`src/design/p2sca_pkg.sv`:
```
`default_nettype none

package p2sca_pkg;

    // Default geometry
    localparam int DEF_HEAP_ADDR_BITS  = 24;
    localparam int DEF_NUM_CLASSES     = 32;
    localparam int DEF_MIN_CHUNK_BYTES = 8;

    // Link store slot is address / 8 (pointer-sized granule)
    localparam int LINK_SHIFT = 3;

    // Configuration register indexes
    localparam int CFG_INDEX_W = 2;
    localparam logic [CFG_INDEX_W-1:0] CFG_HEAP_START = 2'd0;
    localparam logic [CFG_INDEX_W-1:0] CFG_HEAP_END   = 2'd1;

    // Command and status codes
    localparam logic CMD_ALLOC  = 1'b0;
    localparam logic CMD_FREE   = 1'b1;
    localparam logic STATUS_OK  = 1'b0;
    localparam logic STATUS_OOM = 1'b1;

    // Controller to datapath
    typedef struct packed {
        logic load;   // latch the request beat
        logic exec;   // class lookup, bump or push
        logic pop;    // link data back, update class head
    } ctrl_cmd_t;

    // Datapath to controller
    typedef struct packed {
        logic pop_needed;
    } dp_status_t;

    // Number of significant bits in x (0 for x == 0)
    function automatic logic [6:0] bit_length(input logic [63:0] x);
        logic [6:0] n;
        n = '0;
        for (int i = 0; i < 64; i++) begin
            if (x[i]) n = 7'(i + 1);
        end
        return n;
    endfunction

endpackage

`default_nettype wire

```
`src/design/p2sca_ctrl.sv`:
```
`default_nettype none

module p2sca_ctrl (
    input  wire logic                  clk,
    input  wire logic                  rst_n,
    input  wire logic                  start,
    output logic                       busy,
    output logic                       done,
    output p2sca_pkg::ctrl_cmd_t       cmd,
    input  wire p2sca_pkg::dp_status_t stat
);
    import p2sca_pkg::*;

    typedef enum logic [1:0] {
        S_IDLE,
        S_EXEC,
        S_POP
    } state_t;

    state_t state_reg, state_next;
    logic   done_reg, done_next;

    // Next state and commands
    always_comb
    begin
        state_next = state_reg;
        done_next  = 1'b0;
        cmd        = '0;
        case (state_reg)
            S_IDLE:
            begin
                if (start)
                begin
                    cmd.load   = 1'b1;
                    state_next = S_EXEC;
                end
            end
            S_EXEC:
            begin
                cmd.exec = 1'b1;
                if (stat.pop_needed)
                begin
                    state_next = S_POP;
                end
                else
                begin
                    state_next = S_IDLE;
                    done_next  = 1'b1;
                end
            end
            S_POP:
            begin
                cmd.pop    = 1'b1;
                state_next = S_IDLE;
                done_next  = 1'b1;
            end
            default:
            begin
                state_next = S_IDLE;
            end
        endcase
    end

    // State and result strobe
    always_ff @(posedge clk or negedge rst_n)
    begin
        if (!rst_n)
        begin
            state_reg <= S_IDLE;
            done_reg  <= 1'b0;
        end
        else
        begin
            state_reg <= state_next;
            done_reg  <= done_next;
        end
    end

    assign busy = (state_reg != S_IDLE);
    assign done = done_reg;

    // Strobe only after a finishing step
    a_done_src: assert property (@(posedge clk) disable iff (!rst_n)
        done |-> ($past(state_reg) == S_EXEC || $past(state_reg) == S_POP))
        else $error("result strobe without a finishing step");

    // Pop step only right after the execute step
    a_pop_after_exec: assert property (@(posedge clk) disable iff (!rst_n)
        (state_reg == S_POP) |-> ($past(state_reg) == S_EXEC))
        else $error("pop step not preceded by execute");

    // An accepted beat always moves to execute
    a_accept: assert property (@(posedge clk) disable iff (!rst_n)
        (start && !busy) |=> (state_reg == S_EXEC))
        else $error("accepted beat did not start execute");

endmodule

`default_nettype wire

```
`config.mk`:
```
export PLATFORM = sky130hd
export DESIGN_NAME = p2sca_ctrl
export DESIGN_NICKNAME = d
export VERILOG_FILES = /design/src/design/p2sca_pkg.sv /design/src/design/p2sca_ctrl.sv
export SDC_FILE = /design/constraint.sdc
export NUM_CORES = 1
export LEC_CHECK = 0
export BUFFER_PORTS_ARGS = -buffer_cell sky130_fd_sc_hd__buf_2
export CAP_MARGIN = 20
export CORE_AREA = 2 2 39 41
export DETAILED_ROUTE_END_ITERATION = 8
export DIE_AREA = 0 0 41 43
export GPL_TIMING_DRIVEN = 0
export PLACE_DENSITY = 0.44
export SETUP_SLACK_MARGIN = 0.15
export SLEW_MARGIN = 40
export SYNTH_ARGS = -nofsm -noshare
export SYNTH_HDL_FRONTEND = slang
export SYNTH_SLANG_ARGS = --single-unit
```
`constraint.sdc`:
```
create_clock -name clk -period 2.6 [get_ports clk]
set_input_delay 0.26 -clock clk [delete_from_list [all_inputs] [get_ports clk]]
set_output_delay 0.26 -clock clk [all_outputs]
set_load 0.02 [all_outputs]
```
* Yosys cells after proc, flatten, opt, wreduce, memory -nomap -nowiden
Cells that the tools add are included.
** Word-level totals
- Register bits after elaboration :: 3
- Bits of input ports :: 4
- Word-level logic and storage cells :: 16
** Cells by class
- Equality and inequality tests :: 3
- Multiplexer cells :: 9
- Reduce and logical (&&, ||, !) cells :: 2
** Operators with widths (number)
- $mux W1 :: 5
- $mux W2 :: 2
- $pmux W2 S2 :: 1
- $eq A2 B1 Y1 const B :: 1
- $eq A2 B2 Y1 const B :: 1
- $logic_not A2 Y1 :: 1
- $ne A2 B2 Y1 const B :: 1
- $pmux W1 S2 :: 1
- $reduce_bool A2 Y1 :: 1

* Depth between registers and ports, before layout
- Depth after elaboration :: 2
- Gate-level depth with buffers :: 4

* Worst setup path before layout
OpenSTA, ideal clock, no wires.
- Path type :: reg2out
- Start :: reg state_reg[0]
- End :: out cmd[2] (netlist bit)
- Data arrival time :: 898 ps
- Required time :: 2340 ps
- Path slack :: 1442 ps
- Cell stages (with the launch flop) :: 4
- Buffers on the path :: 0
- Path through :: dfrtp_1 > inv_1 > ha_1 > and2_2
** RTL lines
- start: declaration :: RTL line p2sca_ctrl.sv:20 : state_t state_reg, state_next;
- start signal: assignment :: RTL line p2sca_ctrl.sv:74 : state_reg <= state_next;
- end: declaration :: RTL line p2sca_ctrl.sv:9 : output p2sca_pkg::ctrl_cmd_t cmd,

==> run metrics <==
status=finished, final reports clean; Yosys top cell by area=dfrtp_1; Slowest-stage cell, CP=dfrtp_1; synth top area cells=dfrtp_1 (38%), ha_1 (25%), mux2_4 (7.5%); Seq cells post-synth=3; DR vias=152; synth warn=0; PortBufs=8; Via density=3.30; Worst VDD drop=~170 uV; CTS tree=yes; worst setup margin=between 1 and 1.5 ns; Final Hold Viols=0; Clock Tree Buf Depth=2; antenna viol nets, final=0; gp weighted congestion=0.599; wire per inst=6.78 um; CP Launch Type=flip-flop; Die Height=43 um; Crit Reg-Reg Startpoint=state_reg[0]; Clock Sink Count=3; cell area after layout=just under 300 um^2; Nets=39; worst relative slew slack=0.890; gr ovfl total=0; cell area after placement=260 um^2; root buffer cell=clkbuf_4; Largest register FFs=2; max-cap violations=0; share of cells above drive strength 1=0.467; FF-to-FF setup slack=1.37 ns; pre-CTS WS=roughly 1.3 ns; Worst-Skew Late Latency=0.22 ns; Worst Skew=0.000481 ns; Worst path max stage delay=0.37 ns; Synth Cell Area=200 um^2; syn nets=25; H-tree depth=1; Iter 0 DRT Violations=0; DRT Wirelength=312 um; P_leak=0.169 nW; # hold bufs at CTS=1; first-pass GRT wire length=around 530 um; PostCTS Resize Cnt=0; HP Start=stat; Initial Util=0.145; # IOs=9; RSZ-0062 raised after global routing=false; 1st-pass router iterations=1; area delta synth->final=48.1%; CTS buffer count=3; crit path capture type=output port; worst min-delay path class=in -> reg; DRC viols=0; post-DP HPWL=271 um; Critical Path Fanout Max=3; sequential fraction of the synthesis area=0.375; largest net degree at the start of global routing=5; diode count=0; worst-margin pin slew=around 0.17 ns; vias in the first global route=163; post-CTS setup buffers=0; Hold Worst Slack=~0.30 ns; post-synth top area share=0.375; CP startpoint=state_reg[0]; worst-path cell chain=inv_1, ha_1, and2_2, buf_2; fin crit share=0.595; area of the die=1760 um^2; Fin Setup TNS=0 ns; initial antenna violation count=0; Final Max Slew Viols=0; Die X=just over 40 um; Mean Syn Cell Area=~12 um^2; Synth Instances=17; Data arrival, critical path=1.29 ns; Yosys cell types=10; site row count=14; fmax=647 MHz; CP required=2.34 ns; Power Density=approximately 1200 nW/um^2; setup violators final=0; Worst-path clk slew=0.03 ns; overall global routing resource usage=0.0504; Final min period=1.55 ns; kind of critical path=reg -> out; core area=1380 um^2
-- report_power, final --
| group | total, mW | leakage (nW) | switching (mW) | internal, mW |
|---|---|---|---|---|
| registers | 0.0777 | 0.0386 | 0.0111 | 0.0666 |
| logic | 0.208 | 0.115 | 0.118 | 0.0903 |
| clock network | 0.0772 | 0.0150 | 0.0200 | 0.0572 |
| total | 0.363 | 0.169 | 0.149 | 0.214 |
-- critical path, delay by kind of cell, from the launching register on --
family	cells	cell delay, ns
flip-flops	1	0.37
adder cells (fa/ha/maj)	1	0.26
AND/OR/NAND/NOR	1	0.20
buffers and inverters	2	0.24
-- cell usage in the layout, fill, tap and decap left out --
| master | n |
|---|---|
| dfrtp_1 | 3 |
| nand2_1 | 1 |
| ha_1 | 4 |
| clkbuf_1 | 1 |
| clkbuf_4 | 3 |
| o21a_1 | 1 |
| inv_1 | 3 |
| buf_2 | 8 |
| dlygate4sd3_1 | 1 |
| mux2_4 | 1 |
| nand2b_4 | 1 |
| and2_2 | 1 |
| mux2i_1 | 1 |
| nor2b_1 | 1 |
-- through the flow --
step	power, mW	instances	util
floorplan	0.239	17	-
global placement	0.289	41	0.188
detailed placement	0.290	41	0.188
CTS	0.372	46	0.214
global route	0.401	46	0.214
finish	0.363	46	0.214
-- layout make-up --
class	instances	area, um^2
timing repair buffer	9	50.0
inverter	3	11.3
fill	167	1090
sequential	3	75.1
clock buffer	4	26.3
tap	16	20.0
multi-input combinational	11	114
-- cells in the mapped netlist --
cell / instances
and2_2: 1
nand2_1: 1
nand2b_4: 1
dfrtp_1: 3
ha_1: 4
mux2_4: 1
inv_1: 3
mux2i_1: 1
nor2b_1: 1
o21a_1: 1
-- routing by layer --
metal / track usage / wire length [um]
met1: 0.0357 / 100
met2: 0.0750 / 189
met3: 0.0314 / 23
met4: 0.0600 / 0
met5: 0 / 0
-- cell families after synthesis --
kind of cell / Yosys count / synth area share
flip-flops: 3 / 0.375
AND/OR/NAND/NOR: 4 / 0.156
multiplexers: 2 / 0.125
adder cells (fa/ha/maj): 4 / 0.250
buffers and inverters: 3 / 0.0562
AO/OA/AOI/OAI: 1 / 0.0375
-- final timing paths --
check	to	depth (start not counted)
worst max-delay path	cmd[2]	4
worst min-delay path	state_reg[1]	3
worst max register to register	state_reg[0]	4
worst min register to register	state_reg[0]	1
max in group asynchronous	done	2
min in group asynchronous	state_reg[0]	2
No activity file was read; power rests on OpenSTA's default activity.
